## config.mk

```make
export PLATFORM = sky130hd
export DESIGN_NAME = contiguous_ring_space_manager_top
export DESIGN_NICKNAME = d
export VERILOG_FILES = /design/src/sv/crsm_pkg.sv /design/src/sv/crsm_apb.sv /design/src/sv/crsm_core.sv /design/src/sv/contiguous_ring_space_manager_top.sv
export SDC_FILE = /design/constraint.sdc
export NUM_CORES = 1
export LEC_CHECK = 0
export BUFFER_PORTS_ARGS = -buffer_cell sky130_fd_sc_hd__buf_4
export CAP_MARGIN = 20
export CORE_MARGIN = 2
export CORE_UTILIZATION = 40
export DETAILED_ROUTE_END_ITERATION = 8
export PLACE_DENSITY = 0.6
export SLEW_MARGIN = 30
export SYNTH_ARGS = -nofsm -noshare
export SYNTH_HDL_FRONTEND = slang
export SYNTH_SLANG_ARGS = --single-unit
```

## constraint.sdc

```tcl
create_clock -name i_clk -period 26.6 [get_ports i_clk]
set_clock_uncertainty 0.1 [all_clocks]
set_input_delay 5.32 -clock i_clk [delete_from_list [all_inputs] [get_ports i_clk]]
set_output_delay 5.32 -clock i_clk [all_outputs]
set_load 0.02 [all_outputs]
```

## src/sv/crsm_pkg.sv

```systemverilog
// shared types and constants for the contiguous ring space manager
`default_nettype none
package crsm_pkg;

    localparam int RING_W = 17;
    localparam int OFF_W  = 16;
    localparam int ACT_W  = 3;
    localparam int SIZE_MAX_17 = 131071;

    localparam logic [ACT_W-1:0] ACT_CLEAR   = 3'd0;
    localparam logic [ACT_W-1:0] ACT_RESERVE = 3'd1;
    localparam logic [ACT_W-1:0] ACT_COMMIT  = 3'd2;
    localparam logic [ACT_W-1:0] ACT_READ    = 3'd3;
    localparam logic [ACT_W-1:0] ACT_RELEASE = 3'd4;

    typedef struct packed {
        logic [ACT_W-1:0]  action;
        logic [RING_W-1:0] length;
    } t_cmd;

    typedef struct packed {
        logic              granted;
        logic [OFF_W-1:0]  region_offset;
        logic [RING_W-1:0] granted_length;
        logic [RING_W-1:0] used_bytes;
    } t_res;

    // ring size as seen by the core
    typedef struct packed {
        logic [RING_W-1:0] eff_size;
        logic              clear;
    } t_cfg;

endpackage
`default_nettype wire

```

## src/sv/crsm_apb.sv

```systemverilog
// apb register slice holding the ring size and its clamped working copy
`default_nettype none
module crsm_apb #(
    parameter int MAX_RING_BYTES = 65536
) (
    input  wire logic                        i_clk,
    input  wire logic                        i_rst_n,
    input  wire logic                        psel,
    input  wire logic                        penable,
    input  wire logic                        pwrite,
    input  wire logic [2:0]                  paddr,
    input  wire logic [31:0]                 pwdata,
    output logic      [31:0]                 prdata,
    output logic                             pready,
    output crsm_pkg::t_cfg                   o_cfg
);
    import crsm_pkg::*;

    localparam int CAP     = (MAX_RING_BYTES > SIZE_MAX_17) ? SIZE_MAX_17 : MAX_RING_BYTES;
    localparam int RST_EFF = (CAP < 65536) ? CAP : 65536;
    localparam logic [RING_W-1:0] CAP_V     = RING_W'(CAP);
    localparam logic [RING_W-1:0] RST_EFF_V = RING_W'(RST_EFF);
    localparam logic [RING_W-1:0] MIN_V     = RING_W'(2);

    logic [RING_W-1:0] r_ring_size;
    logic [RING_W-1:0] r_eff_size;
    logic              r_clear;
    logic              w_wr;
    logic [RING_W-1:0] w_val;
    logic [RING_W-1:0] w_eff;

    assign pready = 1'b1;
    assign w_wr   = psel && penable && pwrite && !paddr[2];
    assign w_val  = pwdata[RING_W-1:0];

    always_comb begin
        if (w_val < MIN_V) begin
            w_eff = MIN_V;
        end else if (w_val > CAP_V) begin
            w_eff = CAP_V;
        end else begin
            w_eff = w_val;
        end
    end

    always_ff @(posedge i_clk) begin
        if (!i_rst_n) begin
            r_ring_size <= RING_W'(65536);
            r_eff_size  <= RST_EFF_V;
            r_clear     <= 1'b0;
        end else begin
            r_clear <= w_wr;
            if (w_wr) begin
                r_ring_size <= w_val;
                r_eff_size  <= w_eff;
            end
        end
    end

    assign prdata = paddr[2] ? 32'd0 : {{(32-RING_W){1'b0}}, r_ring_size};

    assign o_cfg.eff_size = r_eff_size;
    assign o_cfg.clear    = r_clear;

endmodule
`default_nettype wire

```

## src/sv/crsm_core.sv

```systemverilog
// ring state registers, per-action update logic and the result register
`default_nettype none
module crsm_core #(
    parameter int MAX_RING_BYTES = 65536
) (
    input  wire logic           i_clk,
    input  wire logic           i_rst_n,
    input  wire crsm_pkg::t_cfg i_cfg,
    input  wire logic           i_valid,
    input  wire crsm_pkg::t_cmd i_cmd,
    output logic                o_strobe,
    output crsm_pkg::t_res      o_res
);
    import crsm_pkg::*;

    localparam int CAP     = (MAX_RING_BYTES > SIZE_MAX_17) ? SIZE_MAX_17 : MAX_RING_BYTES;
    localparam int RST_EFF = (CAP < 65536) ? CAP : 65536;
    localparam logic [RING_W-1:0] RST_LAST_V = RING_W'(RST_EFF - 1);

    logic [RING_W-1:0] r_wr, n_wr;
    logic [RING_W-1:0] r_rd, n_rd;
    logic [RING_W-1:0] r_wrap, n_wrap;
    logic [RING_W-1:0] r_used, n_used;
    logic              r_strobe;
    t_res              r_res, n_res;

    logic [RING_W-1:0] w_size, w_last, w_len;
    logic [RING_W:0]   w_sum;
    logic [RING_W-1:0] w_tail;
    logic [RING_W-1:0] w_rd_v, w_wrap_v;
    logic [RING_W-1:0] w_req, w_span, w_glen;

    assign w_size = i_cfg.eff_size;
    assign w_last = w_size - RING_W'(1);
    assign w_len  = i_cmd.length;
    assign w_sum  = {1'b0, r_used} + {1'b0, w_len};
    assign w_tail = w_last - r_wr;

    // read side rewinds before the grant when it sits on the wrap mark
    assign w_rd_v   = (r_wrap == r_rd) ? '0 : r_rd;
    assign w_wrap_v = (r_wrap == r_rd) ? w_last : r_wrap;
    assign w_req    = (r_used > w_len) ? w_len : r_used;
    assign w_span   = (w_wrap_v >= w_rd_v) ? (w_wrap_v - w_rd_v) : '0;
    assign w_glen   = (w_req < w_span) ? w_req : w_span;

    always_comb begin
        n_wr   = r_wr;
        n_rd   = r_rd;
        n_wrap = r_wrap;
        n_used = r_used;
        n_res  = '0;
        case (i_cmd.action)
            ACT_CLEAR: begin
                n_wr   = '0;
                n_rd   = '0;
                n_wrap = w_last;
                n_used = '0;
            end
            ACT_RESERVE: begin
                if (w_sum <= {1'b0, w_size}) begin
                    n_res.granted        = 1'b1;
                    n_res.granted_length = w_len;
                    if (r_wr <= w_last && w_tail >= w_len) begin
                        n_res.region_offset = r_wr[OFF_W-1:0];
                        n_wr                = r_wr + w_len;
                    end else begin
                        // tail too short: restart at zero and mark the wrap
                        n_wrap = r_wr;
                        n_wr   = (w_len > w_last) ? w_last : w_len;
                    end
                end
            end
            ACT_COMMIT: begin
                n_used = (w_sum > {1'b0, w_size}) ? w_size : w_sum[RING_W-1:0];
            end
            ACT_READ: begin
                n_rd   = w_rd_v;
                n_wrap = w_wrap_v;
                if (r_used != '0) begin
                    n_res.granted        = 1'b1;
                    n_res.granted_length = w_glen;
                    n_res.region_offset  = w_rd_v[OFF_W-1:0];
                    n_rd                 = w_rd_v + w_glen;
                end
            end
            ACT_RELEASE: begin
                n_used = (w_len > r_used) ? '0 : (r_used - w_len);
            end
            default: begin
            end
        endcase
        n_res.used_bytes = n_used;
    end

    always_ff @(posedge i_clk) begin
        if (!i_rst_n) begin
            r_wr     <= '0;
            r_rd     <= '0;
            r_wrap   <= RST_LAST_V;
            r_used   <= '0;
            r_strobe <= 1'b0;
        end else if (i_cfg.clear) begin
            r_wr     <= '0;
            r_rd     <= '0;
            r_wrap   <= w_last;
            r_used   <= '0;
            r_strobe <= 1'b0;
        end else begin
            r_strobe <= i_valid;
            if (i_valid) begin
                r_wr   <= n_wr;
                r_rd   <= n_rd;
                r_wrap <= n_wrap;
                r_used <= n_used;
            end
        end
    end

    always_ff @(posedge i_clk) begin
        if (i_valid) begin
            r_res <= n_res;
        end
    end

    assign o_strobe = r_strobe;
    assign o_res    = r_res;

endmodule
`default_nettype wire

```

## src/sv/contiguous_ring_space_manager_top.sv

```systemverilog
// top level of the contiguous ring space manager
// Hands out contiguous byte regions of a ring (bip-buffer style offsets only).
// Command channel: drive start high with i_cmd (action, length); the
// transaction is taken at a rising edge with start high and busy low.
// busy is always low, so one command may be issued every clock cycle.
// Result channel: o_strobe is high for exactly one cycle with o_res
// (granted, region_offset, granted_length, used_bytes); the receiver must take
// it in that cycle.
// A command taken at a rising edge passes through the input register, then
// the result register, before its result shows on o_strobe and o_res.
// Throughput: one command per cycle; the only loop is the state registers
// feeding back through one pass of compare and add logic.
// Configuration: APB register 0 at byte address 0 holds ring_size; a write
// also clears the ring state in the cycle after it. Write only while idle.
// Reset: ring_size 65536 (working copy clamped to MAX_RING_BYTES), all offsets and the
// used count zero, wrap mark at the last offset, no result pending.
`default_nettype none
module contiguous_ring_space_manager_top #(
    parameter int MAX_RING_BYTES = 65536
) (
    input  wire logic           i_clk,
    input  wire logic           i_rst_n,
    input  wire logic           start,
    output logic                busy,
    input  wire crsm_pkg::t_cmd i_cmd,
    output logic                o_strobe,
    output crsm_pkg::t_res      o_res,
    input  wire logic           psel,
    input  wire logic           penable,
    input  wire logic           pwrite,
    input  wire logic [2:0]     paddr,
    input  wire logic [31:0]    pwdata,
    output logic      [31:0]    prdata,
    output logic                pready
);
    import crsm_pkg::*;

    t_cfg w_cfg;
    t_cmd r_cmd;
    logic r_valid;

    assign busy = 1'b0;

    always_ff @(posedge i_clk) begin
        if (!i_rst_n) begin
            r_valid <= 1'b0;
        end else begin
            r_valid <= start && !busy;
        end
    end

    always_ff @(posedge i_clk) begin
        if (start && !busy) begin
            r_cmd <= i_cmd;
        end
    end

    crsm_apb #(
        .MAX_RING_BYTES(MAX_RING_BYTES)
    ) u_apb (
        .i_clk   (i_clk),
        .i_rst_n (i_rst_n),
        .psel    (psel),
        .penable (penable),
        .pwrite  (pwrite),
        .paddr   (paddr),
        .pwdata  (pwdata),
        .prdata  (prdata),
        .pready  (pready),
        .o_cfg   (w_cfg)
    );

    crsm_core #(
        .MAX_RING_BYTES(MAX_RING_BYTES)
    ) u_core (
        .i_clk    (i_clk),
        .i_rst_n  (i_rst_n),
        .i_cfg    (w_cfg),
        .i_valid  (r_valid),
        .i_cmd    (r_cmd),
        .o_strobe (o_strobe),
        .o_res    (o_res)
    );

    // a command taken outside an APB write gives a result strobe after the input and result registers
    a_lat: assert property (@(posedge i_clk) disable iff (!i_rst_n)
        (start && !busy && !(psel && penable && pwrite)) |-> ##2 o_strobe)
        else $error("result missing after command");

    // used count never exceeds the working ring size
    a_used: assert property (@(posedge i_clk) disable iff (!i_rst_n)
        o_strobe |-> (o_res.used_bytes <= w_cfg.eff_size))
        else $error("used count above ring size");

    // a refused or non-region action reports an empty region
    a_nogrant: assert property (@(posedge i_clk) disable iff (!i_rst_n)
        (o_strobe && !o_res.granted) |->
            (o_res.region_offset == '0 && o_res.granted_length == '0))
        else $error("region reported without grant");

endmodule
`default_nettype wire
```

Word level (Yosys, flattened, before mapping)
Cells that the tools add are included.
{"block": "word_totals", "latch_bits": 0, "input_bits": 61, "ramBits": 0, "regBits": 176, "output_inout_bits": 86, "mem_bits_ro": 0, "memories": 0}
{"block": "classes", "shifts": 0, "n_bitwise": 1, "n_addsub": 7, "div_mod_pow": 0, "multipliers": 0, "reduce_logical": 15, "n_mux": 26, "n_lt_le_gt_ge": 11, "eq_ne": 8}
{"operator": "17-bit 2-to-1 mux", "n": 18}
{"operator": "17-bit case mux with 3 select lines", "n": 2}
{"operator": "34-bit 2-to-1 mux", "n": 2}
{"operator": "17-bit case mux with 2 select lines", "n": 2}
{"operator": "34-bit case mux with 2 select lines", "n": 1}
{"operator": "17-bit > comparator", "n": 3}
{"operator": "17-bit subtractor", "n": 3}
{"operator": "17-bit adder", "n": 2}
{"operator": "17-bit greater-or-equal comparator", "n": 2}
{"operator": "17-bit by 17-bit adder with 18-bit output", "n": 1}
{"operator": "18-bit by 17-bit > comparator with 1-bit output", "n": 1}
{"operator": "18-bit by 17-bit less-or-equal comparator with 1-bit output", "n": 1}
{"operator": "17-bit == test", "n": 1}
{"operator": "17-bit > comparator, second input constant", "n": 1}
{"operator": "17-bit less-or-equal comparator", "n": 1}
{"operator": "17-bit < comparator", "n": 1}
{"operator": "17-bit by 2-bit < comparator with 1-bit output, second input constant", "n": 1}
{"operator": "17-bit nonzero test", "n": 1}
{"operator": "17-bit by 1-bit subtractor with 17-bit output, second input constant", "n": 1}
{"operator": "16-bit 2-to-1 mux", "n": 1}
{"operator": "3-bit by 2-bit == test with 1-bit output, second input constant", "n": 2}
{"operator": "2-bit nonzero test", "n": 3}
{"operator": "1-bit logical AND", "n": 4}
{"operator": "4-bit AND reduction", "n": 1}
{"operator": "other kinds (12)", "n": 12}

Depth between registers and ports, before layout
{"block": "depth", "word_depth": 9, "depth_mapped": 46, "ltp_nobuf": 43}

Cells and area by module
A second synthesis with hierarchy kept.
{"block": "unflattened", "cells_unflattened": 1781, "hier_area_um2": 14830.5}
{"module": "crsm_core", "seq_area_each_um2": 2912.8, "area_each_um2": 12652.1, "cells_each": 1594, "instances": 1}
{"module": "crsm_apb", "seq_area_each_um2": 700.7, "area_each_um2": 1540.2, "cells_each": 163, "instances": 1}
{"module": "contiguous_ring_space_manager_top", "seq_area_each_um2": 620.6, "area_each_um2": 638.1, "cells_each": 24, "instances": 1}

Least setup slack after synthesis
OpenSTA, ideal clock, no wires.
{"block": "synth_timing", "path_type": "input-to-output", "from": "input paddr[2]", "to": "output prdata[10]", "cell_stages": 2, "n_path_buf": 1, "arrival_ps": 5833, "slack_ps": 15347, "cell_sequence": "clkbuf_1 -> nor2b_1"}
{"block": "synth_between", "elab_chain_cells": 1}
{"item": "start: declaration", "line_no": "contiguous_ring_space_manager_top.sv:31", "text": "input wire logic [2:0] paddr,"}
{"item": "17-bit 2-to-1 mux", "line_no": "crsm_apb.sv:60", "text": "assign prdata = paddr[2] ? 32'd0 : {{(32-RING_W){1'b0}}, r_ring_size};"}
{"item": "end: declaration", "line_no": "contiguous_ring_space_manager_top.sv:33", "text": "output logic [31:0] prdata,"}
Every way passes these cells.

Worst setup path after layout
{"block": "layout_timing", "from": "register u_core.r_rd[12]", "to": "register u_core.r_rd[16]"}
{"block": "layout_between", "elab_chain_cells": 9}
{"item": "start: declaration", "line_no": "crsm_core.sv:21", "text": "logic [RING_W-1:0] r_rd, n_rd;"}
{"item": "start signal: assignment", "line_no": "crsm_core.sv:112", "text": "r_rd <= n_rd;"}
{"item": "17-bit == test", "line_no": "crsm_core.sv:40, crsm_core.sv:41"}
{"item": "17-bit 2-to-1 mux (on tied branches)", "line_no": "crsm_core.sv:41, crsm_core.sv:40"}
{"item": "17-bit subtractor / 17-bit greater-or-equal comparator (equally long branches)", "line_no": "crsm_core.sv:43", "text": "assign w_span = (w_wrap_v >= w_rd_v) ? (w_wrap_v - w_rd_v) : '0;"}
{"item": "17-bit 2-to-1 mux", "line_no": "crsm_core.sv:43"}
{"item": "17-bit < comparator", "line_no": "crsm_core.sv:44", "text": "assign w_glen = (w_req < w_span) ? w_req : w_span;"}
{"item": "17-bit 2-to-1 mux", "line_no": "crsm_core.sv:44"}
{"item": "17-bit adder", "line_no": "crsm_core.sv:83", "text": "n_rd = w_rd_v + w_glen;"}
{"item": "17-bit 2-to-1 mux *", "line_no": "crsm_core.sv:79", "text": "if (r_used != '0) begin"}
{"item": "17-bit case mux with 2 select lines *", "line_no": "crsm_core.sv:52", "text": "case (i_cmd.action)"}
Every way passes the cells marked *; elsewhere a longest branch is shown, timed or not.
A chain may end at the register's enable or synchronous reset.

==> impl_metrics.tcl <==
set metrics [dict create \
    setup_ws_ns 14.90 \
    grt_start_max_net_pins 52 \
    fin_area_um2 16800 \
    grt_pass1_vias 13200 \
    clock.fmax_mhz 85.4 \
    multi_input_area_um2 9910 \
    antenna_found_initial 1 \
    crit_fanout 32 \
    outcome "complete, no violations" \
    h-tree-depth 4 \
    dpl_worst_slack_ns 15.15 \
    critPathSlowestCell "a31oi_4" \
    finalHoldViolations 0 \
    final_cell_mix "202 x nand2_1, 164 x ha_1, 149 x nor2_1" \
    synth.avg_cell_area_um2 8.23 \
    initial_core_util_pct 40.7 \
    cp.arrival_ns 12.00 \
    rsz0062_at_grt "no" \
    fillers 3627 \
    cts.sinks 176 \
    synthCells 1818 \
    syn_area_um2 15000 \
    ir_worst_vdd_uv 42.5 \
    fp.dieH_um 197 \
    place.port_buffers 112 \
    cpPeakStageDelay_ns 0.69 \
    tritoncts "yes" \
    drt_iter0_markers 1229 \
    final_common_cell "nand2_1" \
    wl_um 52800 \
    ys_seq_area_share_pct 28.3 \
    cts-buffers-inserted 17 \
    p_leak_uw 0.00737 \
    slew_viol_final 0 \
    critPathKind "reg -> reg" \
    layout-drive-gt1-share_pct 11.4 \
    fin_tns_setup_ns 0 \
    clockRootBuffer "clkbuf_16" \
    core_region_area_um2 36700 \
    setup_viol 0 \
    dieWidth_um 197 \
    min_period_ns 11.70 \
    cts_resized 0 \
    grt_pass1_wl_um 79500 \
    cellPowerDensity_nw_per_um2 50.1 \
    drtPass1Iterations 5 \
    ys_ff_latch 176 \
    clkSlewWorstSetupHoldPaths_ns 0.08 \
    design.die.area_um2 38900 \
    worst_setup_path_end_kind "flip-flop" \
    tightest_slew_ns 0.930 \
    cap_violations 0 \
    finalWeightedCongestion 0.974 \
    synth_cell_types 93 \
    clock_latency_ns 0.47 \
    seq_area_um2 4240 \
    clk_path_buf_depth 2 \
    yosys_warnings 0 \
    synth_edf_count 71 \
    drc 0 \
    grt_usage_pct 27.2 \
    ios 147 \
    post_cts_buffers 0 \
    postCtsHoldBufs 0 \
    placed_area_um2 16200 \
    async_flop_share_pct 0 \
    area_growth_pct 12.6 \
    worst_ep_required_time_ns 26.90 \
    ant_nets 0 \
    synth_area_leaders "edfxtp_1 14%, dfxtp_1 14%, ha_1 14%, nand2_1 5.1%, a21oi_1 4.6%" \
    wl_per_cell_um 22.2 \
    critPathLaunchType "flip-flop" \
    whs_ns 0.359 \
    yosysTopAreaCellShare_pct 14.3 \
    antenna_cells 0 \
    synth_top_area_cell "edfxtp_1" \
    rows 70 \
    hold_path_class "reg -> reg" \
    grt_overflow_total 0 \
    min_period_over_period_pct 44.0 \
    slew_headroom_pct 37.7 \
    dp_hpwl_um 41200 \
    synthFlopType "dfxtp_1" \
    vias 14000 \
    via_per_inst 5.88 \
    layout.nets 2126 \
]
[metal layers]
| layer | global-route usage [%] | vias up | wire [um] |
|---|---|---|---|
| met2 | 43.9 | 566 | 24200 |
| li1 | - | 6690 | - |
| met4 | 10.8 | 2 | 1870 |
| met3 | 4.58 | 82 | 3850 |
| met5 | 0 | - | 13 |
| met1 | 36.1 | 6633 | 22900 |
[logic make-up (layout without fill, tap and decap cells)]
group	after synthesis	in the layout	synth area share [%]
flip-flops	176	176	28.3
buffers and inverters	222	297	6.12
AND/OR/NAND/NOR	568	568	17.9
multiplexers	35	35	2.41
AO/OA/AOI/OAI	530	530	23.8
adder cells (fa/ha/maj)	171	171	14.6
XOR/XNOR	114	114	6.80
other	2	17	0.0502
[report_power, final]
group | leakage (uW) | total [uW] | switching (uW) | internal, uW
Clock | 0.000297 | 264 | 131 | 133
Sequential | 0.00153 | 311 | 18.6 | 293
Combinational | 0.00554 | 268 | 168 | 99.8
Total | 0.00737 | 843 | 317 | 525
[final timing paths]
check | from | endpoint | slack, ns | cells past startpoint
max | u_core.r_rd[12]$_SDFFE_PP0P_ | u_core.r_rd[16]$_SDFFE_PP0P_ | 14.90 | 38
min | u_apb.r_ring_size[11]$_SDFFE_PN0P_ | u_apb.r_ring_size[11]$_SDFFE_PN0P_ | 0.36 | 2
max reg2reg | u_core.r_rd[12]$_SDFFE_PP0P_ | u_core.r_rd[16]$_SDFFE_PP0P_ | 14.90 | 38
min reg2reg | u_apb.r_ring_size[11]$_SDFFE_PN0P_ | u_apb.r_ring_size[11]$_SDFFE_PN0P_ | 0.36 | 2
[cells in the mapped netlist, types with 10 or more instances]
cell type,count
and3_1,15
nand4_1,23
inv_1,130
o21bai_1,20
and2_1,14
a21oi_1,138
nor2_1,154
xnor2_1,73
ha_1,164
dfxtp_1,105
mux2i_1,29
buf_4,19
nor3_1,24
nand2_1,202
nor2b_1,36
clkbuf_1,58
a211oi_1,15
o211ai_1,10
nor4_1,13
a21o_1,36
a22o_1,33
o21a_1,15
nand3_1,35
o21ai_0,104
o221a_2,10
xor2_1,40
a22oi_1,56
nand2b_1,15
edfxtp_1,71
[critical path, delay by kind of cell (launching register included)]
kind | cells | cell delay, ns
simple gates | 11 | 2.84
fa+ha+maj | 4 | 1.50
flops | 1 | 0.36
compound gates | 19 | 5.61
xor+xnor | 3 | 0.75
buf+inv | 1 | 0.44
[sequential cells by signal (all words and copies together), names as in the netlist]
register,cells
u_core.r_rd,17
u_core.r_wr,17
r_valid,1
u_core.o_res,51
u_apb.r_eff_size,17
u_apb.r_ring_size,17
u_core.o_strobe,1
u_core.r_used,17
u_apb.r_clear,1
u_core.r_wrap,17
r_cmd,20
[layout make-up]
class,count,share of cell area (%)
timing repair buffer,133,5.93
inverter,132,2.94
clock inverter,13,0.825
clock buffer,19,2.76
sequential,176,25.2
tap,468,3.48
multi-input combinational,1435,58.9
[through the flow]
step,util [%],instances,power (uW)
2_1_floorplan,-,1833,494
3_3_place_gp,44.2,2344,574
3_5_place_dp,44.2,2344,579
4_1_cts,45.8,2376,844
5_1_grt,45.9,2376,881
6_report,45.9,2376,843
No activity file was read; power rests on OpenSTA's default activity.
